<file path="src/rtl/tcw_pkg.sv">
`timescale 1ns / 1ps
// ----------------------------------------------------------------------------
// tcw_pkg
// Shared types and constants for the text console writer.
// ----------------------------------------------------------------------------
package tcw_pkg;

   localparam int COLUMNS = 80;
   localparam int ROWS    = 25;
   localparam int CELLS   = COLUMNS * ROWS;

   localparam int ROW_W  = 5;
   localparam int COL_W  = 7;
   localparam int ADDR_W = $clog2(CELLS);

   localparam logic [1:0] OP_PUT   = 2'd0;
   localparam logic [1:0] OP_READ  = 2'd1;
   localparam logic [1:0] OP_CLEAR = 2'd2;

   localparam logic [7:0] CH_NEWLINE   = 8'h0A;
   localparam logic [7:0] CH_BACKSPACE = 8'h08;
   localparam logic [7:0] CH_SPACE     = 8'h20;
   localparam logic [7:0] CH_ERROR     = 8'h45;
   localparam logic [7:0] ATTR_BLANK   = 8'h07;

   typedef struct packed {
      logic [1:0] opcode;
      logic [7:0] char_code;
      logic [7:0] attr;
      logic       use_position;
      logic [7:0] col;
      logic [7:0] row;
   } req_type;

   typedef struct packed {
      logic [4:0] cursor_row;
      logic [6:0] cursor_col;
      logic [7:0] cell_char;
      logic [7:0] cell_attr;
      logic       position_error;
   } rsp_type;

   typedef struct packed {
      logic load;
      logic exec;
      logic fill;
      logic scroll;
      logic cnt_clear;
      logic respond;
   } cmd_type;

   typedef struct packed {
      logic scroll_needed;
      logic is_clear;
      logic cnt_last;
   } status_type;

endpackage

</file>
<file path="src/rtl/tcw_ctrl.sv">
`timescale 1ns / 1ps
// ----------------------------------------------------------------------------
// tcw_ctrl
// Sequencer: init fill, execute, scroll sweep, clear sweep, response beat.
// ----------------------------------------------------------------------------
module tcw_ctrl (
   input  logic                clock,
   input  logic                reset,
   input  logic                start,
   output logic                busy,
   output tcw_pkg::cmd_type    cmd,
   input  tcw_pkg::status_type status
);
   import tcw_pkg::*;

   localparam logic [2:0] S_INIT   = 3'd0;
   localparam logic [2:0] S_IDLE   = 3'd1;
   localparam logic [2:0] S_EXEC   = 3'd2;
   localparam logic [2:0] S_SCROLL = 3'd3;
   localparam logic [2:0] S_FILL   = 3'd4;
   localparam logic [2:0] S_RESP   = 3'd5;

   logic [2:0] state_ff;
   logic [2:0] state_in;

   always_ff @(posedge clock) begin
      if (reset) begin
         state_ff <= S_INIT;
      end else begin
         state_ff <= state_in;
      end
   end

   always_comb begin
      state_in = state_ff;
      cmd      = '0;
      unique case (state_ff)
         S_INIT: begin
            cmd.fill = 1'b1;
            if (status.cnt_last) begin
               state_in = S_IDLE;
            end
         end
         S_IDLE: begin
            if (start) begin
               cmd.load = 1'b1;
               state_in = S_EXEC;
            end
         end
         S_EXEC: begin
            cmd.exec      = 1'b1;
            cmd.cnt_clear = 1'b1;
            if (status.is_clear) begin
               state_in = S_FILL;
            end else if (status.scroll_needed) begin
               state_in = S_SCROLL;
            end else begin
               state_in = S_RESP;
            end
         end
         S_SCROLL: begin
            cmd.scroll = 1'b1;
            if (status.cnt_last) begin
               state_in = S_RESP;
            end
         end
         S_FILL: begin
            cmd.fill = 1'b1;
            if (status.cnt_last) begin
               state_in = S_RESP;
            end
         end
         S_RESP: begin
            cmd.respond = 1'b1;
            state_in    = S_IDLE;
         end
         default: begin
            state_in = S_IDLE;
         end
      endcase
   end

   assign busy = (state_ff != S_IDLE);

   a_accept_goes_busy: assert property (@(posedge clock) disable iff (reset)
      (start && !busy) |=> busy)
      else $error("accepted beat did not raise busy");

   a_resp_single: assert property (@(posedge clock) disable iff (reset)
      cmd.respond |=> !cmd.respond)
      else $error("response strobe longer than one cycle");

   a_exec_after_load: assert property (@(posedge clock) disable iff (reset)
      cmd.load |=> cmd.exec)
      else $error("load not followed by execute");

endmodule

</file>
<file path="config.mk">
export PLATFORM = sky130hd
export DESIGN_NAME = tcw_ctrl
export DESIGN_NICKNAME = d
export VERILOG_FILES = /design/src/rtl/tcw_pkg.sv /design/src/rtl/tcw_ctrl.sv
export SDC_FILE = /design/constraint.sdc
export NUM_CORES = 1
export LEC_CHECK = 0
export BUFFER_PORTS_ARGS = -buffer_cell sky130_fd_sc_hd__buf_2
export CORE_AREA = 2 2 39 41
export CTS_CLUSTER_SIZE = 25
export DETAILED_ROUTE_END_ITERATION = 12
export DIE_AREA = 0 0 41 43
export MAX_ROUTING_LAYER = met4
export PLACE_DENSITY = 0.45
export SLEW_MARGIN = 10
export SYNTH_ARGS = -nofsm -noshare
export SYNTH_HDL_FRONTEND = slang
export SYNTH_SLANG_ARGS = --single-unit
</file>
<file path="constraint.sdc">
create_clock -name clock -period 2.7 [get_ports clock]
set_input_delay 0.27 -clock clock [delete_from_list [all_inputs] [get_ports clock]]
set_output_delay 0.27 -clock clock [all_outputs]
set_load 0.01 [all_outputs]
</file>
[Word level (Yosys, flattened, before mapping)]
Index checks and enable logic that the tools add are counted.
Operators by class
  add/subtract/negate cells: 0
  multipliers: 0
  divide/modulo/power cells: 0
  order comparisons: 0
  equal/unequal tests: 9
  shift operators: 0
  muxes and demuxes: 12
  bitwise logic cells: 0
  reductions and logical operators: 4
Operators with widths (count)
  $mux 3: 5
  $pmux 3 s4: 1
  $eq 3x2->1 const B: 2
  $eq 3x3->1 const B: 2
  $mux 1: 6
  $ne 2x2->1 const B: 2
  $reduce_or 2->1: 2
  $eq 3x1->1 const B: 1
  $logic_not 3->1: 1
  $ne 3x1->1 const B: 1
  $reduce_and 3->1: 1
  $ne 2x1->1 const B: 1
Word-level totals
  flip-flop bits (word level): 3
  bits in latches: 0
  RAM bits: 0
  bits in read-only memories: 0
  input bits: 6
  output and inout port bits: 7
  logic and storage cells: 26
  memories: 0

[Longest topological paths before layout]
Gate-level depths: netlist (run 1).
  depth after elaboration: 4
  gate-level depth with buffers: 4
  mapped depth without buffers: 3

[Worst setup path before layout (run 1)]
Ideal clock, no wire load.
  kind: reg-to-output
  from: reg state_ff[1]
  to: out cmd[4] (netlist bit)
  arrival time: 1.060 ns
  data required time: 2.430 ns
  setup slack: 1.370 ns
  stages on the path, launching flop included: 4
  path buffers: 1
  cells stage by stage: dfxtp_1 -> inv_1 -> nor3_1 -> buf_4
RTL lines
  from (decl): line tcw_ctrl.sv:23  | logic [2:0] state_ff;
  from (signal assigned): line tcw_ctrl.sv:30  | state_ff <= state_in;
  to (decl): line tcw_ctrl.sv:11  | output tcw_pkg::cmd_type cmd,

==> results of run 1 <==
[path summary, 6_finish.rpt]
check                      startpoint                        to  depth (start not counted)
max reg2reg  state_ff[0]$_SDFFE_PP0P_  state_ff[1]$_SDFFE_PP0P_                          3
min reg2reg  state_ff[2]$_SDFFE_PP0P_  state_ff[0]$_SDFFE_PP0P_                          2
min                             reset  state_ff[2]$_SDFFE_PP0P_                          2
max          state_ff[0]$_SDFFE_PP0P_                    cmd[2]                          3
[through the flow]
step           setup WS, ns  instance area (um2)  instances  hold slack (ns)  power [uW]
6_report              1.184                321.6         60           0.2327       228.6
5_1_grt               1.043                321.6         60           0.2100       254.7
4_1_cts               1.165                321.6         60           0.2228       234.4
3_5_place_dp          1.410                295.3         56           0.4679       153.9
3_3_place_gp          1.428                295.3         56           0.4753       154.2
2_1_floorplan         1.370                234.0         30           0.3424       132.1
[worst reg2reg max path, stage by stage (launching register included)]
cell and delay [ns]:
dfxtp_1 0.53, or2b_1 0.28, o22ai_1 0.19, a221oi_1 0.12
[cell families (layout without fill, tap and decap cells)]
logic type	Yosys count	count (layout)	share of synthesized area (%)
AO/OA/AOI/OAI	6	6	19.25
multiplexers	1	1	4.278
flip-flops	3	3	25.67
AND/OR/NAND/NOR	15	15	37.97
buffers and inverters	5	19	12.83
[placed cells by master, fill, tap and decap left out]
cell / netlist / routed
nor3b_1: 1 / 1
nand3b_1: 1 / 1
mux2i_1: 1 / 1
a21o_1: 1 / 1
and3_2: 1 / 1
clkbuf_1: 0 / 1
dfxtp_1: 3 / 3
a41oi_1: 1 / 1
nand4bb_1: 1 / 1
inv_1: 3 / 3
nand2_1: 2 / 2
nand3_1: 1 / 1
or3b_1: 1 / 1
o21ai_0: 1 / 1
or2b_1: 1 / 1
nand2b_1: 1 / 1
a221oi_1: 2 / 2
nor2_1: 4 / 4
o22ai_1: 1 / 1
clkbuf_4: 0 / 3
buf_2: 0 / 12
nor3_1: 1 / 1
[metal layers]
metal	up-vias	GRT usage, %	wire, um
li1	134	-	-
met1	104	8.333	274
met2	11	11.56	221
met3	0	6.283	49
met4	0	2.000	0
met5	-	-	0
[power by group through the flow]
stage,clock (uW),combinational [uW],sequential (uW)
after floorplan,0,69.6,62.5
after global placement,0,82.3,71.9
after detailed placement,0,81.9,72.0
after CTS,81.1,82.5,70.8
after global routing,88.4,92.3,74.0
final,76.8,81.1,70.7
[synth_stat cells]
cell / n
nor2_1: 4
dfxtp_1: 3
inv_1: 3
a221oi_1: 2
nand2_1: 2
a21o_1: 1
a41oi_1: 1
and3_2: 1
buf_4: 1
buf_6: 1
mux2i_1: 1
nand2b_1: 1
nand3_1: 1
nand3b_1: 1
nand4bb_1: 1
nor3_1: 1
nor3b_1: 1
o21ai_0: 1
o22ai_1: 1
or2b_1: 1
or3b_1: 1
[cell type report]
| class | count | area, um2 |
|---|---|---|
| well taps | 16 | 20.02 |
| fillers | 166 | 1062 |
| flip-flops and latches | 3 | 60.06 |
| multi-input cells | 22 | 143.9 |
| repair buffers | 12 | 60.06 |
| clock buffers | 4 | 26.28 |
| inverters | 3 | 11.26 |
==> impl_metrics.ini, run 1 <==
[run_status]
status = complete, no violations

[floorplan]
fp.dieH_um = 43
row_count = 14
ios = 13
placeableCoreArea_um2 = 1384
die_w_um = 41
start_util_pct = 16.91
die_area_um2 = 1763

[sta]
fin_crit_ns = 1.516
setup_viol = 0
drv_slew = 0
rsz0062_at_grt = no
tightestPinTransition_ns = 0.3627
tns_ns = 0
max_freq_ghz = 0.6596
layout_worst_path_cycle_share_pct = 56.15
finalHoldViolations = 0
slew_headroom_pct = 75.79
finalClockSkew_ns = 0.001844

[worst_setup_path]
required_ns = 2.43
crit_fanout = 13
critPathSlowestCell = dfxtp_1
crit_path_max_incr_delay_ns = 0.53
cp_cell_sequence = or2b_1 -> nor2_1 -> buf_2
path_buf_inv = 1
end_kind = output pin
arrival_ns = 1.25
r2r_slack_ns = 1.45
cp-start-kind = flip-flop
path_class = reg -> out
crit_family = flip-flops

[global_route]
grt_max_degree = 14
grt_pass1_wl_um = 897
grt_use_total_pct = 8.016
grt_pass1_vias = 228
grt_overflow = 0
antenna_found_initial = 0

[clocking]
cts_tree = built
clk_path_buf_depth = 2
clk_latency_ns = 0.23
postCtsSetupRepairBufs = 0
cts_resized = 0
htreeDepth = 1
cts.sinks = 3
cts-root-buf = clkbuf_4
numCtsBuffers = 3
cts_hold_buf = 0
clk_pin_slew_ns = 0.04

[finish]
largest_reg_flops = 3
n_antenna_cell = 0
nets = 51
utilization_pct = 23.24
top_register = state_ff
layout-drive-gt1-share_pct = 36.36
reg_top3 = state_ff: 3 flops
area_delta_synth_final_pct = 37.43

[placed_design]
dp_hpwl_um = 430.7
gp_congestion = 0.6373
numPortBuffers = 12

[synth]
synth_top_cell_by_area = dfxtp_1
netlist_area_um2 = 234.0
synthCells = 30
synth_seq_cells = 3
yosysUniqueCellTypes = 21
yosysWarnings = 0
netlist_top_cells_area = dfxtp_1, a221oi_1, nor2_1
syn-num-nets = 36
yosysTopAreaCellShare_pct = 25.67
yosysSeqAreaShare_pct = 25.67
avgSynthCellArea_um2 = 7.799

[drt]
drt_iter0_markers = 1
wl_per_cell_um = 9.083
drtAntennaViolNets = 0
drc = 0
num_vias = 249
wirelength_um = 545
drtPass1Iterations = 2
vias_per_cell = 4.150

[power_and_ir_drop]
p_per_area_nw_per_um2 = 710.9
combPwrFrac_pct = 35.5
p_seq_share_pct = 30.9
clkPwrFrac_pct = 33.6
irDropWorstVdd_v = 0.0002992
leakage_uw = 0.0001516
swShare_pct = 35.32
switchingPower_uw = 80.74
internal_power_uw = 147.9

[flow_run]
maxCapViolations = 0

[hold_path]
min_path_type = in -> reg
(Power assumes the default switching activity.)
==> inputs of run 2 (changes only) <==
- PLACE_DENSITY: 0.45 -> 0.46
- clock period: 2.7 -> 1.3 ns (I/O delays scaled with it)
==> run 2 against run 1 <==
  * Die area is the same
  * Combinational power is 110% higher
  * Via count rose by 6.0%
  * Sequential power rose by 120%
  * Non-clock buffer count is the same
  * Worst setup slack worse by 1.1 ns
  * Largest cell class unchanged
  * Utilization is 0.81 points higher
  * Count of clock-buffer cells in the layout is the same
  * Register-to-register slack lost 1.3 ns
  * Highest routed layer is now met4
==> impl_metrics.ini, run 2 (synthesized netlist as in run 1, its figures left out) <==
[power_and_ir_drop]
swShare_pct = 35.75
leakage_uw = 0.0001534
finalPower_uw = 490.7
combPwrFrac_pct = 35.5
p_per_area_nw_per_um2 = 1474
switchingPower_uw = 175.4
p_seq_share_pct = 31.8
internal_power_uw = 315.3
clkPwrFrac_pct = 32.8
irDropWorstVdd_v = 0.0003975

[drt]
wl_per_cell_um = 10.33
wirelength_um = 620
num_vias = 264
drtAntennaViolNets = 0
drtPass1Iterations = 2
drc = 0
drt_iter0_markers = 2
vias_per_cell = 4.400

[sta]
finalClockSkew_ns = 0.0002971
rsz0062_at_grt = yes
slew_headroom_pct = 84.36
fin_crit_ns = 1.227
layout_worst_path_cycle_share_pct = 94.35
max_freq_ghz = 0.8153
finalHoldViolations = 0
holdWs_ns = 0.09338
setup_viol = 0
tightestPinTransition_ns = 0.2347
drv_slew = 0

[floorplan]
start_util_pct = 16.91
die_area_um2 = 1763
placeableCoreArea_um2 = 1384
ios = 13
fp.dieH_um = 43
row_count = 14
die_w_um = 41

[worst_setup_path]
path_class = reg -> out
crit_fanout = 13
crit_path_max_incr_delay_ns = 0.40
critPathSlowestCell = dfxtp_4
arrival_ns = 1.10
critical_path_cell_count = 3
required_ns = 1.17
path_buf_inv = 1
cp-start-kind = flip-flop
r2r_cells = 3
end_kind = output pin
cp_cell_sequence = or2b_1 -> nor2_1 -> buf_2
crit_family = flip-flops

[clocking]
clk_latency_ns = 0.23
numCtsBuffers = 3
postCtsSetupRepairBufs = 0
cts_hold_buf = 0
cts-root-buf = clkbuf_4
htreeDepth = 1
clk_pin_slew_ns = 0.04
clk_path_buf_depth = 2
cts.sinks = 3
cts_tree = built

[finish]
final_cells = 60
final_common_cell = buf_2
fin_area_um2 = 332.8
area_delta_synth_final_pct = 42.25
top_register = state_ff
n_antenna_cell = 0
fillers = 176
reg_top3 = state_ff: 3 flops
layout_common_cells = buf_2, nor2_1, inv_1, clkbuf_4
layout-drive-gt1-share_pct = 45.45
utilization_pct = 24.05
largest_reg_flops = 3
nets = 51

[placed_design]
place_inst = 56
numPortBuffers = 12
dpl_cell_area_um2 = 295.3
gp_congestion = 0.6955

[run_status]
status = complete, no violations

[flow_run]
maxCapViolations = 0

[hold_path]
hold_depth = 2
min_path_type = in -> reg

[global_route]
grt_max_degree = 14
grt_pass1_vias = 244
grt_pass1_wl_um = 945
grt_overflow = 0
antenna_found_initial = 0
grt_use_total_pct = 8.736
==> run 2: cell counts in the layout (fill, tap and decap cells not counted) <==
Identical to the previous run, type by type.
==> run 2: final timing paths <==
path	start	end	slack, ns
max	state_ff[0]$_SDFFE_PP0P_	cmd[2]	0.07
min	reset	state_ff[2]$_SDFFE_PP0P_	0.09
max reg2reg	state_ff[0]$_SDFFE_PP0P_	state_ff[2]$_SDFFE_PP0P_	0.16
min reg2reg	state_ff[2]$_SDFFE_PP0P_	state_ff[0]$_SDFFE_PP0P_	0.57
==> run 2: power by group through the flow <==
stage	combinational [uW]	sequential, uW	clock (uW)
4_1_cts	174	153	173
2_1_floorplan	145	130	0
5_1_grt	195	162	185
3_3_place_gp	171	149	0
6_report	174	156	161
3_5_place_dp	171	150	0
==> run 2: repair_timing <==
| item | CTS | global route |
|---|---|---|
| endpoints found under the setup margin | 3 | 2 |
| resized for setup | 3 | 2 |
| hold endpoints to repair | 0 | 0 |
| pin swaps | 0 | 0 |
==> run 2: final cells by class <==
| class | count | area [um2] | area share (%) |
|---|---|---|---|
| inverter | 3 | 11.26 | 3.383 |
| sequential | 3 | 66.31 | 19.92 |
| timing repair buffer | 12 | 60.06 | 18.05 |
| tap | 16 | 20.02 | 6.015 |
| multi-input combinational | 22 | 148.9 | 44.74 |
| clock buffer | 4 | 26.28 | 7.895 |
==> run 2: per-stage QoR <==
stage          setup slack (ns)  TNS (ns)
6_report                0.07347         0
5_1_grt               -0.006629  -0.01100
4_1_cts                0.005125         0
3_5_place_dp            0.04925         0
3_3_place_gp            0.03631         0
2_1_floorplan            0.1102         0
==> run 2: metal layers <==
metal  vias up  global-route usage (%)  share of wire, %
li1        135                       -                 -
met5         -                       -                 0
met1       117                   9.295                38
met2        10                   10.94                52
met3         2                   4.712               8.7
met4         0                   8.000              0.65
==> inputs of run 3 (changes only) <==
- HOLD_SLACK_MARGIN: unset -> 0.03
- RECOVER_POWER: unset -> 25
==> run 3 against run 2 <==
  * Cell count unchanged
  * Non-clock buffer count unchanged
  * Utilization fell by 0.090 points
  * Worst setup slack about the same
  * Count of clock-buffer cells in the layout stayed put
  * First-iteration DRC count did not move
  * Maximum frequency stayed put
  * Die area stayed put
  * Clock power is essentially flat
  * Worst hold slack about the same
  * Global-route usage is the same
  * Combinational power about the same
==> impl_metrics.ini, run 3 (synthesized netlist as in run 1, its figures left out) <==
[run_status]
status = complete, no violations

[sta]
drv_slew = 0
setup_viol = 0
rsz0062_at_grt = yes
fin_ws_ns = 0.07347
holdWs_ns = 0.09327
max_freq_ghz = 0.8153
fin_crit_ns = 1.227
layout_worst_path_cycle_share_pct = 94.35
tightestPinTransition_ns = 0.2347
finalHoldViolations = 0
slew_headroom_pct = 84.36
finalClockSkew_ns = 0.0004084

[drt]
dr_wl_met3_um = 54
met2_length_um = 323
drt_iter0_markers = 2
wirelength_um = 618
highest_layer = met4
wl_per_cell_um = 10.30
drtAntennaViolNets = 0
met1_length_um = 236
vias_per_cell = 4.400
num_vias = 264
drtPass1Iterations = 2
drc = 0

[power_and_ir_drop]
swShare_pct = 35.92
internal_power_uw = 312.7
combPwrFrac_pct = 35.1
leakage_uw = 0.0001509
p_per_area_nw_per_um2 = 1472
clkPwrFrac_pct = 32.9
irDropWorstVdd_v = 0.0003970
p_seq_share_pct = 31.9
switchingPower_uw = 175.3

[global_route]
grt_max_degree = 14
grt_use_total_pct = 8.736
grt_overflow = 0
antenna_found_initial = 0
grt_pass1_wl_um = 945
grt_pass1_vias = 244

[placed_design]
gp_congestion = 0.6955
dpl_cell_area_um2 = 295.3
place_inst = 56
place_ws_ns = 0.04925
numPortBuffers = 12

[worst_setup_path]
crit_path_max_incr_delay_ns = 0.40
path_class = reg -> out
crit_fanout = 13
crit_family = flip-flops
end_kind = output pin
arrival_ns = 1.10
required_ns = 1.17
cp_cell_sequence = or2b_1 -> nor2_1 -> buf_2
path_buf_inv = 1
critPathSlowestCell = dfxtp_4
cp-start-kind = flip-flop

[floorplan]
die_w_um = 41
fp.dieH_um = 43
ios = 13
placeableCoreArea_um2 = 1384
die_area_um2 = 1763
start_util_pct = 16.91
row_count = 14

[clocking]
clk_pin_slew_ns = 0.04
numCtsBuffers = 3
cts-root-buf = clkbuf_4
cts.sinks = 3
htreeDepth = 1
clk_path_buf_depth = 2
clk_latency_ns = 0.23
cts_tree = built
cts_hold_buf = 0

[finish]
utilization_pct = 23.96
reg_top3 = state_ff: 3 flops
layout_common_cells = buf_2, nor2_1, inv_1, clkbuf_4
final_common_cell = buf_2
top_register = state_ff
fin_area_um2 = 331.6
area_delta_synth_final_pct = 41.71
layout-drive-gt1-share_pct = 43.18
final_cells = 60
n_antenna_cell = 0
nets = 51
largest_reg_flops = 3
fillers = 174

[hold_path]
min_path_type = in -> reg

[flow_run]
maxCapViolations = 0
==> run 3: cell count changes in the layout (fill, tap and decap cells not counted) <==
cell,change
clkbuf_1,+1
buf_2,-1
==> run 3: worst paths after layout <==
path | to | slack (ns) | cells after the start | startpoint
max | cmd[2] | 0.07 | 3 | state_ff[0]$_SDFFE_PP0P_
min | state_ff[2]$_SDFFE_PP0P_ | 0.09 | 2 | reset
max reg2reg | state_ff[2]$_SDFFE_PP0P_ | 0.16 | 3 | state_ff[0]$_SDFFE_PP0P_
min reg2reg | state_ff[0]$_SDFFE_PP0P_ | 0.57 | 2 | state_ff[2]$_SDFFE_PP0P_
==> run 3: power by group through the flow <==
stage / registers, uW / logic [uW] / clock network (uW)
2_1_floorplan: 130 / 145 / 0
3_3_place_gp: 149 / 171 / 0
3_5_place_dp: 150 / 171 / 0
4_1_cts: 153 / 174 / 173
5_1_grt: 162 / 193 / 185
6_report: 156 / 172 / 161
==> run 3: worst register-to-register path, cell delays in order, from the launching register on <==
cell and delay [ns]:
dfxtp_4 0.37, or3b_1 0.38, a41oi_1 0.22, nor2_1 0.05
==> run 3: cell type report <==
| cell class | instances | area (um2) | share of cell area, % |
|---|---|---|---|
| multi-input cells | 22 | 148.9 | 44.91 |
| flip-flops and latches | 3 | 66.31 | 20.00 |
| repair buffers | 12 | 58.81 | 17.74 |
| clock buffers | 4 | 26.28 | 7.925 |
| well taps | 16 | 20.02 | 6.038 |
| inverters | 3 | 11.26 | 3.396 |
==> run 3: per-stage QoR <==
stage / power (uW) / TNS [ns]
6_report: 487.9 / 0
5_1_grt: 540.3 / -0.01100
4_1_cts: 500.1 / 0
3_5_place_dp: 320.3 / 0
3_3_place_gp: 320.4 / 0
2_1_floorplan: 274.4 / 0
==> run 3: routing by layer <==
| layer | track usage (%) | vias up |
|---|---|---|
| met5 | - | - |
| met3 | 4.712 | 2 |
| met4 | 8.000 | 0 |
| met2 | 10.94 | 10 |
| met1 | 9.295 | 117 |
| li1 | - | 135 |
==> run 3: what timing repair did <==
| action | in CTS | in global routing |
|---|---|---|
| hold endpoints to repair | 0 | 0 |
| gates resized for setup | 3 | 2 |
| setup endpoints to repair | 3 | 2 |
| buffers inserted | 0 | 0 |
